### src/hdl/tbse_pkg.sv
// shared types and constants for the truss bar stiffness entry generator
// no dependencies
`default_nettype none
package tbse_pkg;

  localparam int unsigned MaxNodesDef   = 4096;
  localparam int unsigned DofPerNodeDef = 6;
  localparam int unsigned CoordW        = 32;
  localparam int unsigned NodeW         = 12;
  localparam int unsigned IdxW          = 15;
  localparam int unsigned ValW          = 64;
  localparam int unsigned LenW          = 34;
  localparam int unsigned CosW          = 31;
  localparam int unsigned QuotW         = 81;
  localparam int unsigned FifoDepth     = 2;

  typedef struct packed {
    logic                          zero;
    logic [LenW-1:0]               len;
    logic [2:0][CosW-1:0]          cosv;
    logic [2:0]                    neg;
    logic [63:0]                   ea;
    logic [IdxW-1:0]               base0;
    logic [IdxW-1:0]               base1;
  } desc_t;

  typedef struct packed {
    logic                          zero;
    logic [QuotW-1:0]              quot;
    logic [1:0]                    i;
    logic [1:0]                    j;
    logic                          neg_i;
    logic                          neg_j;
    logic [IdxW-1:0]               base0;
    logic [IdxW-1:0]               base1;
    logic                          last;
  } job_t;

endpackage
`default_nettype wire

### src/hdl/tbse_if.sv
// valid/ready channel interfaces for bars in and entries out
// depends on tbse_pkg
`default_nettype none


interface tbse_ent_if;
  logic                            valid;
  logic                            ready;
  logic [tbse_pkg::IdxW-1:0]       row;
  logic [tbse_pkg::IdxW-1:0]       col;
  logic signed [tbse_pkg::ValW-1:0] value;
  logic                            last;
  logic                            zero_length;
  modport source (output valid, row, col, value, last, zero_length, input ready);
  modport sink (input valid, row, col, value, last, zero_length, output ready);
endinterface
`default_nettype wire

### src/hdl/tbse_emit.sv
// output stage: turns one pair result into four signed, saturated entries, or a zero-length job into one
// depends on tbse_pkg, tbse_if
`default_nettype none
module tbse_emit (
  input  wire logic            clk_i,
  input  wire logic            rst_ni,
  input  wire tbse_pkg::job_t  job_i,
  input  wire logic            job_vld_i,
  output logic                 job_rdy_o,
  tbse_ent_if.source           ent_o
);

  tbse_pkg::job_t job_q;
  logic        busy_q;
  logic [1:0]  k_q;
  logic        rb, cb, neg;
  logic [63:0] mag;
  logic        done;

  localparam logic [tbse_pkg::QuotW-1:0] PosLim = tbse_pkg::QuotW'(64'h7FFF_FFFF_FFFF_FFFF);
  localparam logic [tbse_pkg::QuotW-1:0] NegLim = tbse_pkg::QuotW'(64'h8000_0000_0000_0000);

  assign job_rdy_o = !busy_q;
  assign rb        = k_q[0];
  assign cb        = k_q[1];
  assign neg       = (job_q.neg_i ^ job_q.neg_j) ^ (rb ^ cb);
  assign done      = job_q.zero || (k_q == 2'd3);

  always_comb begin
    if (neg) mag = (job_q.quot > NegLim) ? NegLim[63:0] : job_q.quot[63:0];
    else     mag = (job_q.quot > PosLim) ? PosLim[63:0] : job_q.quot[63:0];
  end

  assign ent_o.valid       = busy_q;
  assign ent_o.zero_length = job_q.zero;
  assign ent_o.last        = job_q.zero || (job_q.last && (k_q == 2'd3));
  assign ent_o.row   = job_q.zero ? '0 :
                       (rb ? job_q.base1 : job_q.base0) + tbse_pkg::IdxW'(job_q.i);
  assign ent_o.col   = job_q.zero ? '0 :
                       (cb ? job_q.base1 : job_q.base0) + tbse_pkg::IdxW'(job_q.j);
  assign ent_o.value = job_q.zero ? '0 : (neg ? 64'(-mag) : mag);

  always_ff @(posedge clk_i) begin
    if (job_vld_i && !busy_q) job_q <= job_i;
  end

  always_ff @(posedge clk_i or negedge rst_ni) begin
    if (!rst_ni) begin
      busy_q <= 1'b0;
      k_q    <= '0;
    end else if (!busy_q) begin
      if (job_vld_i) begin
        busy_q <= 1'b1;
        k_q    <= '0;
      end
    end else if (ent_o.ready) begin
      if (done) busy_q <= 1'b0;
      else      k_q    <= k_q + 2'd1;
    end
  end

endmodule
`default_nettype wire

### src/flat_wrapper.sv
// flat-port wrapper written by rule: the top's interface ports become plain ports
module tbse_emit_flat 
  (clk_i, rst_ni, job_i, job_vld_i, job_rdy_o, ent_o_valid, ent_o_row, ent_o_col, ent_o_value, ent_o_last, ent_o_zero_length, ent_o_ready);
  tbse_ent_if ent_o_i ();
  input  wire logic clk_i;
  input  wire logic rst_ni;
  input  wire tbse_pkg::job_t job_i;
  input  wire logic job_vld_i;
  output logic job_rdy_o;
  output wire logic [$bits(ent_o_i.valid)-1:0] ent_o_valid;
  output wire logic [$bits(ent_o_i.row)-1:0] ent_o_row;
  output wire logic [$bits(ent_o_i.col)-1:0] ent_o_col;
  output wire logic [$bits(ent_o_i.value)-1:0] ent_o_value;
  output wire logic [$bits(ent_o_i.last)-1:0] ent_o_last;
  output wire logic [$bits(ent_o_i.zero_length)-1:0] ent_o_zero_length;
  input wire logic [$bits(ent_o_i.ready)-1:0] ent_o_ready;
  assign ent_o_valid = ent_o_i.valid;
  assign ent_o_row = ent_o_i.row;
  assign ent_o_col = ent_o_i.col;
  assign ent_o_value = ent_o_i.value;
  assign ent_o_last = ent_o_i.last;
  assign ent_o_zero_length = ent_o_i.zero_length;
  assign ent_o_i.ready = ent_o_ready;
  tbse_emit u_core (.clk_i(clk_i), .rst_ni(rst_ni), .job_i(job_i), .job_vld_i(job_vld_i), .job_rdy_o(job_rdy_o), .ent_o(ent_o_i));
endmodule
### config.mk
export PLATFORM = sky130hd
export DESIGN_NAME = tbse_emit_flat
export DESIGN_NICKNAME = d
export VERILOG_FILES = /design/src/hdl/tbse_pkg.sv /design/src/hdl/tbse_if.sv /design/src/hdl/tbse_emit.sv /design/src/flat_wrapper.sv
export SDC_FILE = /design/constraint.sdc
export NUM_CORES = 1
export LEC_CHECK = 0
export BUFFER_PORTS_ARGS = -buffer_cell sky130_fd_sc_hd__buf_2
export CELL_PAD_IN_SITES_DETAIL_PLACEMENT = 1
export CELL_PAD_IN_SITES_GLOBAL_PLACEMENT = 1
export CORE_MARGIN = 8
export CORE_UTILIZATION = 30
export CTS_BUF_LIST = sky130_fd_sc_hd__clkbuf_8
export DETAILED_ROUTE_END_ITERATION = 16
export GPL_TIMING_DRIVEN = 0
export PLACE_DENSITY_LB_ADDON = 0.15
export RECOVER_POWER = 100
export SLEW_MARGIN = 15
export SYNTH_ARGS = -nofsm -noshare
export SYNTH_HDL_FRONTEND = slang
export SYNTH_SLANG_ARGS = --single-unit
export TNS_END_PERCENT = 10
### constraint.sdc
create_clock -name clk_i -period 7.4 [get_ports clk_i]
set_input_delay 0.74 -clock clk_i [delete_from_list [all_inputs] [get_ports clk_i]]
set_output_delay 0.74 -clock clk_i [all_outputs]
set_load 0.05 [all_outputs]
# Yosys cells after proc, flatten, opt, wreduce, memory -nomap -nowiden
# Index checks and enable logic that the tools add are counted.
totals:
  reg_bits: 122
  n_memories: 0
  mem_bits_rw: 0
  latch_bits: 0
  rom_bits: 0
op_classes:
  shift: 0
  n_addsub: 4
  n_div: 0
  multipliers: 0
  eq_ne: 3
  n_reduce_logical: 7
  bitwise_logic: 3
  n_lt_le_gt_ge: 2
  mux: 17
op_table:
  columns: ["op", "n"]
  rows:
  - ["$mux 64", 5]
  - ["$gt 81x63->1 const B", 1]
  - ["$gt 81x64->1 const B", 1]
  - ["$neg 64->64", 1]
  - ["$mux 15", 4]
  - ["$add 15x2->15", 2]
  - ["$mux 2", 4]
  - ["$mux 1", 4]
  - ["$ne 2x2->1 const B", 2]
  - ["$reduce_and 3->1", 1]
  - ["$xor 1x1->1", 3]
  - ["$add 2x1->2 const B", 1]
  - ["$eq 2x2->1 const B", 1]
  - ["$logic_and 1x1->1", 2]
  - ["$logic_or 1x1->1", 2]
  - ["$reduce_bool 2->1", 1]
  - ["$logic_not 1->1", 1]

# Logic depth before layout (Yosys ltp)
# Gate-level depths: netlist of the first run.
depth:
  depth_word: 6
  ltp_mapped: 14

# Worst setup path before layout of the first run
# Ideal clock, no wire load.
synth_path:
  kind: "input port to flip-flop"
  from: "input port job_vld_i"
  to: "register u_core.job_q, in the netlist u_core.ent_o.zero_length (enable)"
  required_ps: 6790
  arrival_time_ps: 5904
  cell_stages: 1
  setup_slack_ps: 887
  n_path_buf: 0
  path_cell_list: "nor2b_1"
synth_between:
  elab_chain_cells: 1
synth_lines:
  columns: ["item", "line", "text"]
  rows:
  - ["start: declaration", "flat_wrapper.sv:8", "input wire logic job_vld_i;"]
  - ["$logic_and 1x1->1", "tbse_emit.sv:44", "if (job_vld_i && !busy_q) job_q <= job_i;"]
  - ["end signal: assignment", "tbse_emit.sv:44", null]
  - ["end: declaration", "tbse_emit.sv:13", "tbse_pkg::job_t job_q;"]
# No other way between the ends.
# A chain may end at the register's enable or synchronous reset.

# Worst setup path in the final report of the first run
layout_path:
  from: "register u_core.k_q[0]"
  to: "output port ent_o_value[20]"
layout_between:
  elab_chain_cells: 6
layout_lines:
  columns: ["item", "line", "text"]
  rows:
  - ["start: declaration", "tbse_emit.sv:15", "logic [1:0] k_q;"]
  - ["start signal: assignment", "tbse_emit.sv:58", "else k_q <= k_q + 2'd1;"]
  - ["$xor 1x1->1 (*) (2 in series)", "tbse_emit.sv:26", "assign neg = (job_q.neg_i ^ job_q.neg_j) ^ (rb ^ cb);"]
  - ["$mux 64", "tbse_emit.sv:30", "if (neg) mag = (job_q.quot > NegLim) ? NegLim[63:0] : job_q.quot[63:0];"]
  - ["$neg 64->64", "tbse_emit.sv:41", "assign ent_o.value = job_q.zero ? '0 : (neg ? 64'(-mag) : mag);"]
  - ["$mux 64 (*) (2 in series)", "tbse_emit.sv:41", null]
  - ["end: declaration", "flat_wrapper.sv:13", "output wire logic [$bits(ent_o_i.value)-1:0] ent_o_value;"]
# Mark *: on every way between the ends. The rest lies on a longest branch, timed or not.

==> metrics.cfg, run 1 <==
[status]
status=complete, but fails checks
failed_checks=capacitance limit, slew limit

[layout]
mostFrequentLayoutCell=clkbuf_1
nFillCells=3106
nNetsFinal=1174
seq_area_sq_mm=0.00365
finalCoreUtilization_pct=37.3
synthToLayoutAreaGrowth_pct=23.6
final_cell_mix=140 x clkbuf_1, 131 x buf_2, 119 x edfxtp_1
drive_gt1_share_pct=17.3
multiInputGateArea_sq_mm=0.00384

[clock_tree]
clock_path_buffers=2
clk_latency_ns=0.45
cts_sinks=122
cts_setup_buffers=0
clock-root-buffer=clkbuf_8
htreeDepth=4
worst_setup_hold_path_clk_slew_ns=0.09
ctsHoldBuffers=0
post_cts_resized=0
cts_tree=built
cts-buffers-inserted=17

[placed_design]
gp_congestion=0.929
portBuffers=220
hpwl_mm=26.9

[synth]
synth_edf_count=119
ys_ff_latch=122
synth_warnings=0
syn_nets=931
synth_cells=800
synth_top_area_share_pct=46.1
synth_flop_cell=edfxtp_1
syn_area_per_cell_sq_um=9.70
synth_area_sq_mm=0.00776
async_reset_ff_share_pct=2.46
synth.largest_area_cell=edfxtp_1
ys_types=71
seq_area_frac_synth_pct=47.0
synth.area.top_cells=edfxtp_1 46%, nor2_1 4.0%, mux2i_1 3.6%

[setup_path]
crit_required_ns=6.66
cp_top_family=buffers and inverters
critPathMostFrequentCell=clkbuf_1
cp_max_fo=10
worst_setup_path_end_kind=primary output
start_kind=flip-flop
arrival_ns=6.21
worst-path-buf-inv=6
cp_slowest_cell=clkbuf_1
crit_type=reg2out
slowest_delay_ns=0.68
path_cells=ha_1, xor3_1, a21oi_1, clkbuf_1, clkbuf_1, a21oi_1, ha_1, o21a_1, clkbuf_1, clkbuf_1, a21oi_1, inv_1, a311oi_1, clkbuf_2

[floorplanning]
die_h_microns=177
rows=59
die_w_microns=177
coreArea_sq_mm=0.0257
die_area_sq_mm=0.0313
initial_utilization_pct=30.2
io_pins=221

[hold_path]
worstHoldPathType=in2async

[sta]
finalSetupViolCount=0
final_max_slew_viol_count=100
hold_violations=0
period_share_pct=93.9
maxSlewHeadroom_pct=-12.9
period_needed_ns=6.95
rsz0062_at_grt=false
clock.fmax_mhz=144
fin_worst_skew_ns=0.0110
worstMarginPinSlew_ns=1.68

[route]
via_per_inst=5.79
detail-route-antenna-nets=0
wl_mm=35.7
wl_per_cell_microns=25.6
vias=8055
drcViolationCount=0
drt_pre_antenna_iters=6
drtIter0Drc=569

[global_routing]
grt_pass1_wl_mm=52.1
grt_max_degree=30
track_usage_pct=22.2
grt_antenna_before_repair=7
grt-ovfl-total=0
grt_pass1_vias=8346

[power]
p_leak_nw=3.22
power.total_w=0.00357
power_density_mw_per_mm2=373
vdd_drop_max_mv=0.178

[flow_run]
cap_violations=5

## metal layers
layer / vias to the layer above / GRT usage (%) / routed length, microns
li1: 3609 / - / -
met3: 82 / 5.89 / 2840
met2: 391 / 37.1 / 16900
met1: 3961 / 27.2 / 14700
met5: - / 0 / 69
met4: 12 / 7.95 / 1120
## report_power, final
| part | internal (W) | switching (W) |
|---|---|---|
| logic | 0.000452 | 0.00158 |
| clock network | 0.000341 | 0.000336 |
| registers | 0.000820 | 0.0000438 |
| total | 0.00161 | 0.00196 |
## flip-flops by register name, indices dropped and copies added, names as in the netlist
| signal | flops |
|---|---|
| u_core.k_q | 2 |
| u_core.ent_o.zero_length | 1 |
| u_core.job_q | 118 |
| u_core.ent_o.valid | 1 |
## stage by stage
stage / hold WS [ns] / area [sq um] / TNS [ns] / setup slack (ns) / instances
after floorplan: 0.444 / 7760 / 0 / 0.887 / 800
after global placement: 0.551 / 9280 / -192.62 / -1.63 / 1355
after detailed placement: 0.546 / 9370 / 0 / 1.05 / 1359
after CTS: 0.0431 / 9790 / 0 / 0.520 / 1391
after global routing: 0.0690 / 9590 / 0 / 0.178 / 1392
final: 0.0881 / 9590 / 0 / 0.450 / 1392
## cells in the mapped netlist, types with 10 or more instances
library cell	instances
a211oi_1	16
a21oi_1	50
a31oi_1	14
and3_1	14
clkbuf_1	41
edfxtp_1	119
inv_1	10
mux2i_1	28
nand2_1	61
nand3_1	23
nand4_1	14
nor2_1	83
nor3_1	51
nor4_1	27
o21ai_0	47
or3_1	15
xnor2_1	20
## path summary, 6_finish.rpt
path / start / end / slack, ns / cells past startpoint
max: u_core.k_q[0]$_DFFE_PN0P_ / ent_o_value[20] / 0.45 / 14
min: rst_ni / u_core.ent_o.valid$_DFF_PN0_ / 0.09 / 1
max reg2reg: u_core.ent_o.valid$_DFF_PN0_ / u_core.job_q[76]$_DFFE_PP_ / 3.51 / 3
min reg2reg: u_core.ent_o.valid$_DFF_PN0_ / u_core.ent_o.valid$_DFF_PN0_ / 0.68 / 1
max in group asynchronous: rst_ni / u_core.k_q[0]$_DFFE_PN0P_ / 7.14 / 1
min in group clk_i: job_i[64] / u_core.job_q[64]$_DFFE_PP_ / 0.44 / 1
## area by class of cell
cell class	count	share of cell area, %
antenna	1	0.0261
buffer	51	2.19
clock buffer	17	2.44
clock inverter	15	1.97
inverter	10	0.392
multi-input combinational	617	40.1
sequential	122	38.1
tap	335	4.37
timing repair buffer	224	10.5
## cell families after synthesis
kind of cell             count (synthesis)  synth area share, %
AO/OA/AOI/OAI                          213                 18.7
XOR/XNOR                                29                 3.47
adder cells (fa/ha/maj)                  8                 1.48
buffers and inverters                   61                 3.24
flip-flops                             122                 47.0
multiplexers                            32                 4.19
AND/OR/NAND/NOR                        335                 21.9
## worst register-to-register path, stage by stage (launching register included)
cell and delay (ns):
dfrtp_1 0.47, nor2b_1 0.56, clkbuf_1 1.19, clkbuf_1 1.25
(Power assumes the default switching activity.)
==> run 2, diff against run 1 <==
Settings changed: BUFFER_PORTS_ARGS -buffer_cell sky130_fd_sc_hd__buf_2 to default, DONT_BUFFER_PORTS from default to 1.
Clock period 7.4 ns to 5.8 ns, I/O delays scaled along.
==> metrics.cfg, run 2 (same netlist as run 1, synthesis figures left out) <==
[global_routing]
grt_pass1_vias=7894
track_usage_pct=22.4
grt_max_degree=33
grt_antenna_before_repair=9
grt_pass1_wl_mm=51.8
grt-ovfl-total=0

[layout]
nNetsFinal=958
top_regs=u_core.job_q (118), u_core.k_q (2)
largest_reg_flops=118
mostFrequentLayoutCell=edfxtp_1
drive_gt1_share_pct=13.0
multiInputGateArea_sq_mm=0.00427
layout.cells.non_filler=1176
nFillCells=2942
final_cell_mix=119 x edfxtp_1, 80 x nor2_1, 61 x nand2_1
regMostFlops=u_core.job_q
synthToLayoutAreaGrowth_pct=16.2
seq_area_sq_mm=0.00365

[clock_tree]
cts_tree=built
cts-buffers-inserted=17
clock_path_buffers=2
htreeDepth=4
clock-root-buffer=clkbuf_8
clk_latency_ns=0.46
cts_sinks=122
worst_setup_hold_path_clk_slew_ns=0.09

[floorplanning]
initial_utilization_pct=30.2
die_area_sq_mm=0.0313
coreArea_sq_mm=0.0257
die_h_microns=177
die_w_microns=177
rows=59
io_pins=221

[status]
status=complete, but fails checks
failed_checks=capacitance limit, slew limit

[sta]
period_share_pct=98.7
period_needed_ns=5.72
fin_worst_skew_ns=0.0114
rsz0062_at_grt=false
maxSlewHeadroom_pct=-14.4
clock.fmax_mhz=175
hold_violations=0
finalSetupViolCount=0
setup_tns_ns=0
worstMarginPinSlew_ns=1.70
final_max_slew_viol_count=67

[power]
vdd_drop_max_mv=0.194
power_frac_seq_pct=24.8
internal-power_w=0.00195
switching_share_pct=56.5
power_density_mw_per_mm2=497
p_leak_nw=2.70
power_frac_clock_pct=16.3
p_comb_share_pct=58.9
power.total_w=0.00448
p_sw_w=0.00253

[setup_path]
crit_type=reg2out
cp_max_fo=10
arrival_ns=5.14
crit_required_ns=5.22
start_kind=flip-flop
worst_setup_path_end_kind=primary output

[route]
wl_mm=35.7
drt_pre_antenna_iters=7
drtIter0Drc=459
via_per_inst=6.22
detail-route-antenna-nets=0
vias=7318
wl_per_cell_microns=30.4
drcViolationCount=0

[placed_design]
hpwl_mm=26.9
dp.cells=1142
portBuffers=0
gp_congestion=0.950

[hold_path]
worstHoldPathType=in2reg

[flow_run]
cap_violations=5

==> run 2: changes by cell type in the layout (fill, tap and decap cells not counted), moves of 5 or more <==
cell / previous run / this run
nor4_1: 27 / 21
a211oi_1: 16 / 7
nor4_2: 0 / 6
nor3_2: 0 / 5
a21oi_1: 50 / 44
a211oi_2: 0 / 5
clkbuf_1: 140 / 43
a311oi_1: 9 / 2
nor3_1: 51 / 45
buf_2: 131 / 2
==> run 2: final cells by class <==
cell class	count	area share [%]
antenna	1	0.0278
timing repair buffer	9	0.542
sequential	122	40.5
multi-input combinational	617	47.3
inverter	10	0.417
buffer	50	2.55
clock buffer	17	2.60
clock inverter	15	1.37
tap	335	4.65
==> run 2: metrics by stage <==
step | hold slack [ns] | instance area [sq um] | util [%] | setup WS, ns
2_1_floorplan | 0.284 | 7760 | - | 0.404
6_report | 0.203 | 9010 | 35.1 | 0.0767
4_1_cts | 0.183 | 9100 | 35.4 | -0.101
5_1_grt | 0.181 | 9010 | 35.1 | 0.00196
3_5_place_dp | 0.285 | 8510 | 33.1 | -0.875
3_3_place_gp | 0.285 | 8180 | 31.8 | -1.31
==> run 2: per-layer routing <==
metal  GRT usage [%]  up-vias  wire length (microns)
met3            7.47       98                   3080
met2            38.2      364                  17400
met1            25.3     3659                  13900
met4            9.18       16                   1260
li1                -     3181                      -
met5               0        -                    102
==> run 2: worst paths after layout <==
kind | slack, ns | to | from | cells after the start
max in group asynchronous | 5.25 | u_core.k_q[1]$_DFFE_PN0P_ | rst_ni | 1
worst min-delay path | 0.20 | u_core.job_q[14]$_DFFE_PP_ | job_i[14] | 0
worst max register to register | 1.39 | u_core.job_q[85]$_DFFE_PP_ | u_core.ent_o.valid$_DFF_PN0_ | 3
worst min register to register | 0.84 | u_core.ent_o.valid$_DFF_PN0_ | u_core.k_q[0]$_DFFE_PN0P_ | 3
worst max-delay path | 0.08 | ent_o_value[20] | u_core.job_q[95]$_DFFE_PP_ | 12
min in group asynchronous | 0.38 | u_core.ent_o.valid$_DFF_PN0_ | rst_ni | 1
==> run 2: worst max-delay path, stage by stage (launching register included) <==
cell,delay (ns)
edfxtp_1,0.47
or4_4,0.60
or4_4,0.56
or4_4,0.50
o211ai_4,0.30
clkbuf_8,0.27
a21oi_1,0.12
ha_1,0.28
o21a_1,0.29
buf_4,0.27
a21oi_4,0.23
inv_1,0.17
a311oi_4,0.62
==> run 2: power by group through the flow <==
stage | Clock [W] | Combinational, W | Sequential (W)
floorplan | 0 | 0.00179 | 0.00111
global placement | 0 | 0.00238 | 0.00113
detailed placement | 0 | 0.00253 | 0.00113
CTS | 0.000750 | 0.00262 | 0.00111
global route | 0.000774 | 0.00274 | 0.00112
finish | 0.000728 | 0.00264 | 0.00111
==> run 2: timing repair <==
item                                    CTS  global route
buffers inserted                          1             0
gates cloned                              0             0
pin swaps                                 4             4
hold buffers                              1             0
endpoints found under the hold margin     3             0
endpoints found under the setup margin   32            22
gates resized for setup                  40            14
