<file path="config.mk">
export PLATFORM = sky130hd
export DESIGN_NAME = tbse_fifo
export DESIGN_NICKNAME = d
export VERILOG_FILES = /design/src/hdl/tbse_pkg.sv /design/src/hdl/tbse_fifo.sv
export SDC_FILE = /design/constraint.sdc
export NUM_CORES = 1
export LEC_CHECK = 0
export ABC_AREA = 1
export BUFFER_PORTS_ARGS = -buffer_cell sky130_fd_sc_hd__buf_2
export CAP_MARGIN = 0
export CORE_ASPECT_RATIO = 1.2
export CORE_MARGIN = 2
export CORE_UTILIZATION = 45
export CTS_CLUSTER_SIZE = 16
export DETAILED_ROUTE_END_ITERATION = 10
export PLACE_DENSITY = 0.73
export SLEW_MARGIN = 20
export SYNTH_ARGS = -nofsm -noshare
export SYNTH_HDL_FRONTEND = slang
export SYNTH_SLANG_ARGS = --single-unit
</file>
<file path="constraint.sdc">
create_clock -name clk_i -period 11.08 [get_ports clk_i]
set_input_delay 0 -clock clk_i [delete_from_list [all_inputs] [get_ports clk_i]]
set_output_delay 0 -clock clk_i [all_outputs]
set_load 0.005 [all_outputs]
</file>
<file path="src/hdl/tbse_pkg.sv">
// shared types and constants for the truss bar stiffness entry generator
// no dependencies
`default_nettype none
package tbse_pkg;

  localparam int unsigned MaxNodesDef   = 4096;
  localparam int unsigned DofPerNodeDef = 6;
  localparam int unsigned CoordW        = 32;
  localparam int unsigned NodeW         = 12;
  localparam int unsigned IdxW          = 15;
  localparam int unsigned ValW          = 64;
  localparam int unsigned LenW          = 34;
  localparam int unsigned CosW          = 31;
  localparam int unsigned QuotW         = 81;
  localparam int unsigned FifoDepth     = 2;

  typedef struct packed {
    logic                          zero;
    logic [LenW-1:0]               len;
    logic [2:0][CosW-1:0]          cosv;
    logic [2:0]                    neg;
    logic [63:0]                   ea;
    logic [IdxW-1:0]               base0;
    logic [IdxW-1:0]               base1;
  } desc_t;

  typedef struct packed {
    logic                          zero;
    logic [QuotW-1:0]              quot;
    logic [1:0]                    i;
    logic [1:0]                    j;
    logic                          neg_i;
    logic                          neg_j;
    logic [IdxW-1:0]               base0;
    logic [IdxW-1:0]               base1;
    logic                          last;
  } job_t;

endpackage
`default_nettype wire

</file>
<file path="src/hdl/tbse_fifo.sv">
// short queue of bar descriptors between front and back
// depends on tbse_pkg
`default_nettype none
module tbse_fifo (
  input  wire logic            clk_i,
  input  wire logic            rst_ni,
  input  wire logic            push_i,
  input  wire tbse_pkg::desc_t data_i,
  output logic                 full_o,
  input  wire logic            pop_i,
  output tbse_pkg::desc_t      data_o,
  output logic                 empty_o
);

  localparam int unsigned PtrW = $clog2(tbse_pkg::FifoDepth);

  tbse_pkg::desc_t mem_q [tbse_pkg::FifoDepth];
  logic [PtrW-1:0] wr_q, rd_q;
  logic [PtrW:0]   cnt_q;

  assign full_o  = (cnt_q == (PtrW+1)'(tbse_pkg::FifoDepth));
  assign empty_o = (cnt_q == '0);
  assign data_o  = mem_q[rd_q];

  always_ff @(posedge clk_i) begin
    if (push_i) mem_q[wr_q] <= data_i;
  end

  always_ff @(posedge clk_i or negedge rst_ni) begin
    if (!rst_ni) begin
      wr_q  <= '0;
      rd_q  <= '0;
      cnt_q <= '0;
    end else begin
      if (push_i) wr_q <= PtrW'((32'(wr_q) + 1) % tbse_pkg::FifoDepth);
      if (pop_i)  rd_q <= PtrW'((32'(rd_q) + 1) % tbse_pkg::FifoDepth);
      cnt_q <= cnt_q + (PtrW+1)'(push_i) - (PtrW+1)'(pop_i);
    end
  end

endmodule
`default_nettype wire

</file>
Yosys cells after proc, flatten, opt, wreduce, memory -nomap -nowiden
Memory sizes are Yosys's and may differ from the RTL's.
Cells that the tools add are included.
- RAM bits: 450
- register bits after elaboration: 4
- memories: 1
- word-level logic and storage cells: 12
- eq/ne operators: 1
- multiplexer cells: 2
- add/subtract/negate cells: 4
- reductions and logical operators: 1
- memories (name ; words ; width ; read ports ; clocked after Yosys merged registers in ; write ports ; RTL line ; source):
    mem_q ; 2 ; 225 ; 1 ; 0 ; 1 ; tbse_fifo.sv:17 ; tbse_pkg::desc_t mem_q [tbse_pkg::FifoDepth];
- operator list (cell ; count):
    $add 1x1->1 const B ; 2
    $add 2x1->2 ; 1
    $eq 2x2->1 const B ; 1
    $logic_not 2->1 ; 1
    $mux 1 ; 2
    $sub 2x1->2 ; 1

Longest topological paths before layout
Gate-level depths: netlist (run 1).
- word-level depth: 2
- gate-level depth with buffers: 7
- gate-level depth less buffers: 7

Worst setup path after synthesis (run 1)
OpenSTA, ideal clock, no wires.
- path kind: reg2reg
- start point: register wr_q
- end point: memory mem_q[0][0] (netlist bit), enable pin
- stages on the path, launching flop included: 2
- path buffers: 0
- data arrival time: 9738 ps
- path slack: 521 ps
- period minus slack after synthesis: 10559 ps
- cells stage by stage: dfrtp_1 nor2_1
- RTL lines (element ; RTL line ; source):
    from (decl) ; tbse_fifo.sv:18 ; logic [PtrW-1:0] wr_q, rd_q;
    from (signal assigned) ; tbse_fifo.sv:35 ; if (push_i) wr_q <= PtrW'((32'(wr_q) + 1) % tbse_pkg::FifoDepth);
    to (decl) ; tbse_fifo.sv:17 ;
No word-level cell before the write port.

==> results of run 1 <==
-- logic make-up (layout without fill, tap and decap cells) --
group | count (synthesis) | in the layout | synth area share (%)
other | 0 | 2 | 0
adder cells (fa/ha/maj) | 2 | 2 | 0.147
flip-flops | 454 | 454 | 80.0
XOR/XNOR | 2 | 2 | 0.103
AO/OA/AOI/OAI | 225 | 225 | 6.62
AND/OR/NAND/NOR | 235 | 235 | 5.19
buffers and inverters | 282 | 999 | 7.96
-- path summary, 6_finish.rpt --
check	slack [ps]	from	cells past startpoint	endpoint
setup / recovery	7270	rd_q	6	data_o[5]
hold / removal	180	data_i[53]	2	mem_q[1][53]
setup reg to reg	8450	wr_q	3	mem_q[1][142]
hold reg to reg	550	wr_q	1	wr_q
max in group asynchronous	10460	rst_ni	3	rd_q
min in group asynchronous	420	rst_ni	3	rd_q
-- stage by stage --
stage                     total power (uW)  util, %
after floorplan                       3300        -
after global placement                3730     51.9
after detailed placement              3770     51.9
after CTS                             5170     61.3
after global routing                  5450     61.4
final                                 5180     61.4
-- layer usage --
| layer | routed length (um) | GRT usage [%] | vias to the layer above |
|---|---|---|---|
| met2 | 21200 | 36.1 | 541 |
| met3 | 3170 | 4.92 | 119 |
| met5 | 23 | 0 | - |
| met1 | 14500 | 22.4 | 5425 |
| met4 | 1690 | 8.92 | 4 |
| li1 | - | - | 5434 |
-- worst max-delay path, cell delays in order (launching register included) --
cell,delay (ps)
dfrtp_4,650
buf_16,320
buf_4,800
buf_4,790
nand2_1,150
o21ai_0,150
buf_2,160
-- where the power goes --
part | internal, uW | total (uW) | switching, uW | leakage (uW)
clock | 746 | 1340 | 595 | 0.000619
combinational | 536 | 1450 | 916 | 0.00492
sequential | 2290 | 2380 | 99.3 | 0.00427
-- synthesized netlist by cell type --
master | n | area share, %
buf_4 | 10 | 0.44
buf_6 | 33 | 2.2
buf_8 | 1 | 0.088
clkbuf_1 | 6 | 0.13
dfrtp_1 | 4 | 0.59
edfxtp_1 | 450 | 79
ha_1 | 2 | 0.15
inv_1 | 232 | 5.1
nand2_1 | 231 | 5.1
nand3_1 | 1 | 0.029
nor2_1 | 3 | 0.066
o21ai_0 | 203 | 6.0
o21ai_1 | 22 | 0.65
xor2_1 | 2 | 0.10
-- state kept, by name, summed over array words and instances (netlist names) --
| signal | flops |
|---|---|
| mem_q | 450 |
| cnt_q | 2 |
| rd_q | 1 |
| wr_q | 1 |
-- cells in the final DEF, fill, tap and decap left out --
cell,Yosys,final
inv_1,232,231
diode_2,0,2
dlygate4sd3_1,0,229
dfrtp_1,4,3
nand2_1,231,231
nor2_4,0,1
clkinv_8,0,1
xor2_1,2,2
dfrtp_4,0,1
nand3_1,1,1
clkinv_4,0,1
o21ai_0,203,203
edfxtp_1,450,450
clkinv_2,0,7
buf_4,10,7
nor2_1,3,2
inv_8,0,1
clkinv_1,0,6
buf_2,0,455
o21ai_1,22,22
ha_1,2,2
clkbuf_16,0,45
clkbuf_1,6,15
buf_16,0,1
-- final cells by class --
cell class / count / area [um^2] / share of cell area (%)
Antenna cell: 2 / 5.00 / 0.0217
Clock buffer: 60 / 1180 / 5.12
Clock inverter: 15 / 77.6 / 0.336
Inverter: 232 / 883 / 3.83
Multi-Input combinational cell: 464 / 2060 / 8.93
Sequential cell: 454 / 13600 / 59.0
Tap cell: 480 / 601 / 2.60
Timing Repair Buffer: 692 / 4650 / 20.1
==> impl_metrics.ini, run 1 <==
[clock_network]
hold_buffers = 229
clkSinkCount = 454
cts_tree = done
clk-insertion-delay-late_ps = 530
cts_made_buffers = 44
cts_max_path_buffers = 3
root_buffer = clkbuf_16
cts_setup_buffers = 0
cts_resized = 0
htree_num_levels = 2
cts.clk_slew.worst_paths_ps = 60

[timing]
report.final.setup_viol = 0
timing_worst_slew_pin_value_ps = 1060
relative_slew_slack_pct = 29.5
fin_tns_setup_ps = 0
fmax_ghz = 0.263
final-max-slew-violation-count = 0
rsz0062_at_grt = no
timing.final.crit_period_ps = 3810
final_hold_viol_count = 0
fin_skew_ps = 18.2
period_share_pct = 34.4
final.hold.worst_slack_ps = 184
postLayoutSetupSlackWorst_ps = 7270

[global_routing]
grt-ovfl-total = 0
grt_pass1_vias = 12000
antenna_found_initial = 3
grt_util_all_layers_pct = 20.0
grt_pass1_wl_mm = 61.6
grt_start_max_net_pins = 149

[synth]
syn_inst = 1200
syn-mean-instance-area_um2 = 14.2
number_of_library_cell_types_mapped_by_synthesis = 14
synth_warnings = 0
synth-seq-cells = 454
ys_seq_area_share_pct = 80.0
synth_nets = 1431
netlist_area_um2 = 17000

[floorplan]
design.core.area_um2 = 37600
die_height_um = 217
die_w_um = 182
row_count = 78
initial_utilization_pct = 45.3
floorplan.die_area_um2 = 39400
ios = 456

[run_status]
run_status = finished, final reports clean

[worst_hold_path]
min-delay-path-class = input port to flip-flop

[route]
number_of_drc_markers_after_the_initial_detailed_route_iteration = 830
detail_route.vias_per_cell = 4.80
vias = 11500
drc = 0
drt_first_pass_iters = 6
route.antenna.remaining_nets = 0
wl_per_cell_um = 16.9
finalWirelength_mm = 40.6

[placed_design]
place_congestion = 0.826
total_cell_area_at_the_placement_stage_um2 = 19500
number_of_buffer_cells_added_on_primary_ports = 455
dp_cells = 2092
place.detailed.hpwl_mm = 24.2
post_placement_worst_setup_slack_ps = 7700

[finish]
post_route_cells_drive_above_1_share_pct = 27.1
layoutNonFillerInstCount = 2399
final_area_um2 = 23100
final.fill_count = 2668
finalNetCount = 2119
synthesis_to_layout_area_growth_pct = 35.6

[critical_path]
end_kind = output pin
arrival_ps = 3810
required_ps = 11080
setup.worst_path.class = flip-flop to output pin
worst-path-max-fanout = 111
critPathLaunchType = flip-flop

[power]
p_leak_uw = 0.00981
power-per-cell-area_nw_per_um2 = 224
power.ir.vdd_worst_v = 0.000278

[job]
maxCapViolations = 0
No activity file was read; power rests on OpenSTA's default activity.
==> run 2, diff against run 1 <==
--- a/config.mk
+++ b/config.mk
@@ -13,7 +13,7 @@
 export CORE_UTILIZATION = 45
 export CTS_CLUSTER_SIZE = 16
 export DETAILED_ROUTE_END_ITERATION = 10
-export PLACE_DENSITY = 0.73
+export PLACE_DENSITY = 0.7
 export SLEW_MARGIN = 20
 export SYNTH_ARGS = -nofsm -noshare
 export SYNTH_HDL_FRONTEND = slang
==> constraint.sdc (replaced) <==
create_clock -name clk_i -period 3.9 [get_ports clk_i]
set_input_delay 0 -clock clk_i [delete_from_list [all_inputs] [get_ports clk_i]]
set_output_delay 0 -clock clk_i [all_outputs]
set_load 0.005 [all_outputs]
==> impl_metrics.ini, run 2 (synthesis gave the netlist of run 1 again) <==
[run_status]
run_status = finished, final reports clean

[critical_path]
worst_path_max_stage_delay_ps = 800
end_kind = output pin
setup.worst_path.class = flip-flop to output pin
r2r-end = mem_q[1][52]
critical_path.top_delay_family = flip-flops
rr_worst_depth = 3
path_common_cell = buf_12
crit_path_top_delay_cell = dfrtp_4
arrival_ps = 2450
required_ps = 3900
crit_path_buffers_inverters = 3
worst-path-max-fanout = 68
timing.reg2reg.setup_slack_ps = 1920
crit-reg2reg-launch = wr_q
critical_path.cell_chain = buf_12 > buf_12 > nand2_1 > o21ai_0 > buf_2
critPathLaunchType = flip-flop

[clock_network]
clk-insertion-delay-late_ps = 550
clkSinkCount = 454
root_buffer = clkbuf_16
cts_tree = done
htree_num_levels = 2
cts_setup_buffers = 0
cts_max_path_buffers = 3
cts_made_buffers = 44
cts.clk_slew.worst_paths_ps = 60

[floorplan]
ios = 456
die_height_um = 217
floorplan.die_area_um2 = 39400
initial_utilization_pct = 45.3
row_count = 78
design.core.area_um2 = 37600
die_w_um = 182

[timing]
final-max-slew-violation-count = 0
final_hold_viol_count = 0
report.final.setup_viol = 0
relative_slew_slack_pct = 51.4
fin_skew_ps = 21.0
fin_tns_setup_ps = 0
period_share_pct = 62.7
timing.final.crit_period_ps = 2450
rsz0062_at_grt = no
timing_worst_slew_pin_value_ps = 727
fmax_ghz = 0.409

[power]
p_leak_uw = 0.00990
power-per-cell-area_nw_per_um2 = 644
power.ir.vdd_worst_v = 0.000542

[finish]
registers.top_by_ff_count = mem_q
final_cell_mix = 455 x buf_2, 450 x edfxtp_1, 231 x inv_1
largest_registers = mem_q (450), cnt_q (2)
largest_register_ffs = 450
layout.cells.most_common = buf_2
synthesis_to_layout_area_growth_pct = 36.8
finalCoreUtilization_pct = 62.0
layoutNonFillerInstCount = 2413
post_route_cells_drive_above_1_share_pct = 27.5
finalNetCount = 2127

[placed_design]
place_congestion = 0.776
place.detailed.hpwl_mm = 24.1
number_of_buffer_cells_added_on_primary_ports = 455
dp_cells = 2101

[global_routing]
grt_util_all_layers_pct = 20.1
grt_start_max_net_pins = 137
grt_pass1_vias = 12000
grt_pass1_wl_mm = 61.5
antenna_found_initial = 3
grt-ovfl-total = 0

[job]
maxCapViolations = 0

[route]
wl_per_cell_um = 16.7
drc = 0
detail_route.vias_per_cell = 4.74
route.antenna.remaining_nets = 0
finalWirelength_mm = 40.2
drt_first_pass_iters = 5
vias = 11400
number_of_drc_markers_after_the_initial_detailed_route_iteration = 643

[worst_hold_path]
worst_hold_path.endpoint = mem_q[1][204]
hold_path.startpoint = data_i[204]
min-delay-path-class = input port to flip-flop
min_delay_path_depth = 2
[run 2: changes by cell type in the layout (fill, tap and decap cells not counted), moves of 2 or more]
cell / previous run / this run
bufinv_16: 0 / 2
clkinv_2: 7 / 5
inv_6: 0 / 2
buf_12: 0 / 8
clkinv_1: 6 / 9
[run 2: power breakdown]
| part | internal [uW] | leakage, uW | switching (uW) |
|---|---|---|---|
| Sequential | 6470 | 0.00427 | 309 |
| Clock | 2260 | 0.000649 | 1720 |
| Combinational | 1620 | 0.00498 | 2620 |
[run 2: cell type report]
| class | instances | area (um^2) |
|---|---|---|
| fillers | 2685 | 14300 |
| diodes | 3 | 7.51 |
| clock buffers | 61 | 1190 |
| well taps | 480 | 601 |
| flip-flops and latches | 454 | 13600 |
| clock inverters | 19 | 145 |
| repair buffers | 700 | 4790 |
| multi-input cells | 464 | 2060 |
| inverters | 232 | 875 |
[run 2: through the flow]
stage | total power, uW | hold WS, ps | setup slack [ps] | cell area [um^2]
floorplan | 9210 | -296 | -345 | 17000
global placement | 10700 | -187 | 1930 | 19700
detailed placement | 10900 | -186 | 1890 | 19700
CTS | 15000 | 140 | 1450 | 23300
global route | 15800 | 158 | 1290 | 23300
finish | 15000 | 172 | 1450 | 23300
[run 2: how the worst max path moves through the flow]
stage / from / end / slack [ps] / cells past startpoint
CTS: rd_q / data_o[96] / 1450 / 5
global route: rd_q / data_o[101] / 1290 / 5
floorplan: wr_q / mem_q[1][0] / -350 / 2
detailed placement: wr_q / mem_q[1][139] / 1890 / 3
finish: rd_q / data_o[96] / 1450 / 5
global placement: wr_q / mem_q[1][139] / 1930 / 3
[run 2: repair_timing]
action	in CTS	in global routing
hold buffers	229	0
gates resized for setup	0	0
hold endpoints to repair	460	0
[run 2: per-layer routing]
layer / routed length (um) / global-route usage [%] / up-vias
met3: 3180 / 5.74 / 105
met1: 14300 / 21.4 / 5407
met2: 21100 / 37.0 / 470
met5: 0 / 0 / -
li1: - / - / 5460
met4: 1620 / 8.73 / 0
==> run 3, diff against run 2 <==
--- a/config.mk
+++ b/config.mk
@@ -5,7 +5,7 @@
 export SDC_FILE = /design/constraint.sdc
 export NUM_CORES = 1
 export LEC_CHECK = 0
-export ABC_AREA = 1
+export ABC_AREA = 0
 export BUFFER_PORTS_ARGS = -buffer_cell sky130_fd_sc_hd__buf_2
 export CAP_MARGIN = 0
 export CORE_ASPECT_RATIO = 1.2
==> constraint.sdc (replaced) <==
create_clock -name clk_i -period 2.4 [get_ports clk_i]
set_input_delay 0 -clock clk_i [delete_from_list [all_inputs] [get_ports clk_i]]
set_output_delay 0 -clock clk_i [all_outputs]
set_load 0.005 [all_outputs]
==> impl_metrics.ini, run 3 <==
[clock_network]
cts_made_buffers = 44
cts_resized = 0
cts_setup_buffers = 0
cts_tree = done
cts_max_path_buffers = 3
htree_num_levels = 2
root_buffer = clkbuf_16
clkSinkCount = 454
clk-insertion-delay-late_ps = 530
cts.clk_slew.worst_paths_ps = 60
hold_buffers = 229

[power]
p_switching_uw = 6800
power-per-cell-area_nw_per_um2 = 1070
power_after_layout_uw = 25300
share_comb_of_total_power_pct = 30.9
pwr-share-clk_pct = 25.9
power.ir.vdd_worst_v = 0.000692
switching_share_pct = 26.9
sequentialPowerShare_pct = 43.2
power_report.internal_total_uw = 18500
p_leak_uw = 0.00939

[synth]
synthAdderAreaFrac_pct = 0.147
synth_xor_xnor_area_share_pct = 0.243
synthesized_area_fraction_occupied_by_ao_oa_aoi_and_oai_cells_pct = 0
synth_warnings = 0
muxShareOfSynthArea_pct = 18.0
synth_simple_gate_area_share_pct = 0.132
flip_flop_cell_with_the_highest_count_after_synthesis = edfxtp_1
ys_seq_area_share_pct = 80.1
post-synth-top-area-cell = edfxtp_1
largest_family_of_logic_cells_by_synthesized_area = multiplexers
synth_nets = 946
netlist_area_um2 = 17000
synth-seq-cells = 454
syn-mean-instance-area_um2 = 23.8
syn_inst = 715
synth-edff-count = 450
synth.area.top_cells = edfxtp_1 79%, mux2_4 12%, mux2_2 5.6%
synth_largest_type_area_fraction_pct = 79.5
synth.most_common_cell = edfxtp_1
synth.top_cells.by_count = 450 x edfxtp_1, 140 x mux2_4, 85 x mux2_2, 17 x buf_6, 8 x buf_2
async_reset_ff_share_pct = 0.881
number_of_library_cell_types_mapped_by_synthesis = 13

[worst_hold_path]
min_delay_path_depth = 2
worst_hold_path.endpoint = mem_q[1][66]
min-delay-path-class = input port to flip-flop
hold_path.startpoint = data_i[66]

[placed_design]
dp_cells = 1647
place.detailed.hpwl_mm = 23.9
total_cell_area_at_the_placement_stage_um2 = 20000
number_of_buffer_cells_added_on_primary_ports = 455
place_congestion = 0.761

[critical_path]
crit_path_buffers_inverters = 2
critPathLaunchType = flip-flop
r2r-end = mem_q[0][87]
required_ps = 2400
rr_worst_depth = 2
crit_path_top_delay_cell = dfrtp_4
worst_path_max_stage_delay_ps = 550
worst-path-max-fanout = 58
setup.worst_path.class = flip-flop to output pin
arrival_ps = 2050
end_kind = output pin
timing.reg2reg.setup_slack_ps = 900
crit-reg2reg-launch = wr_q
critical_path.top_delay_family = flip-flops
critical_path.cell_chain = buf_12 > mux2_2 > buf_2

[finish]
registers.top_by_ff_count = mem_q
largest_register_ffs = 450
synthesis_to_layout_area_growth_pct = 39.2
final_cell_mix = 455 x buf_2, 450 x edfxtp_1, 229 x dlygate4sd3_1
post_route_cells_drive_above_1_share_pct = 51.7
layoutNonFillerInstCount = 1957
largest_registers = mem_q (450), cnt_q (2)
final_area_um2 = 23700
layout.cells.most_common = buf_2
finalNetCount = 1673

[timing]
timing_worst_slew_pin_value_ps = 625
relative_slew_slack_pct = 58.3
fin_tns_setup_ps = 0
final_hold_viol_count = 0
rsz0062_at_grt = no
fin_skew_ps = 15.6
final-max-slew-violation-count = 0
period_share_pct = 85.2
report.final.setup_viol = 0
fmax_ghz = 0.489
final.hold.worst_slack_ps = 171
timing.final.crit_period_ps = 2050

[global_routing]
grt-ovfl-total = 0
grt_util_all_layers_pct = 18.7
grt_pass1_vias = 10200
antenna_found_initial = 3
grt_start_max_net_pins = 100
grt_pass1_wl_mm = 56.2

[route]
drt_first_pass_iters = 4
finalWirelength_mm = 37.9
wl_per_cell_um = 19.4
detail_route.vias_per_cell = 4.79
vias = 9376
number_of_drc_markers_after_the_initial_detailed_route_iteration = 500
drc = 0
route.antenna.remaining_nets = 0

[run_status]
run_status = finished, final reports clean

[floorplan]
row_count = 78
die_height_um = 217
initial_utilization_pct = 45.2
ios = 456
die_w_um = 181
design.core.area_um2 = 37600
floorplan.die_area_um2 = 39400

[job]
maxCapViolations = 0
==> run 3: layout make-up <==
type | instances | area (um^2)
Multi-Input combinational cell | 234 | 3160
Clock inverter | 23 | 181
Clock buffer | 55 | 1160
Tap cell | 480 | 601
Fill cell | 2603 | 13900
Inverter | 2 | 7.51
Timing Repair Buffer | 706 | 4930
Antenna cell | 3 | 7.51
Sequential cell | 454 | 13600
==> run 3: how the worst max path moves through the flow <==
stage / startpoint / end / slack, ps / cells after the start
3_3_place_gp: wr_q / mem_q[1][83] / 930 / 2
6_report: rd_q / data_o[211] / 350 / 3
2_1_floorplan: wr_q / mem_q[0][0] / -1790 / 1
3_5_place_dp: wr_q / mem_q[1][127] / 910 / 2
5_1_grt: rd_q / data_o[211] / 280 / 3
4_1_cts: rd_q / data_o[26] / 330 / 3
==> run 3: cell families (layout without fill, tap and decap cells) <==
group | Yosys count | count (layout)
buffers and inverters | 27 | 786
adders and majority gates | 2 | 2
muxes | 225 | 225
xor gates and xnor gates | 3 | 3
and+or+nand+nor | 4 | 4
other | 0 | 3
DFF | 454 | 454
==> run 3: stage by stage <==
| step | worst slack, ps | utilization (%) |
|---|---|---|
| after detailed placement | 905 | 53.3 |
| after floorplan | -1790 | - |
| after global placement | 932 | 53.3 |
| after CTS | 327 | 63.0 |
| final | 354 | 63.0 |
| after global routing | 281 | 63.0 |
==> run 3: worst reg2reg max path, cell delays in order (launching register included) <==
cell and delay [ps]:
dfrtp_1 420, nor2b_4 160, buf_12 390
==> run 3: power by group through the flow <==
| stage | combinational (uW) | clock (uW) | sequential, uW |
|---|---|---|---|
| finish | 7810 | 6530 | 10900 |
| global route | 8340 | 6970 | 11000 |
| CTS | 7890 | 6670 | 10900 |
| detailed placement | 7550 | 0 | 11100 |
| global placement | 7520 | 0 | 11000 |
| floorplan | 4650 | 0 | 11100 |
==> run 3: metal layers <==
metal / vias to the layer above / wire length (um) / track usage (%)
met2: 359 / 20300 / 34.5
li1: 4322 / - / -
met5: - / 0 / 0
met4: 0 / 1510 / 8.16
met3: 88 / 2260 / 4.62
met1: 4607 / 13800 / 20.2
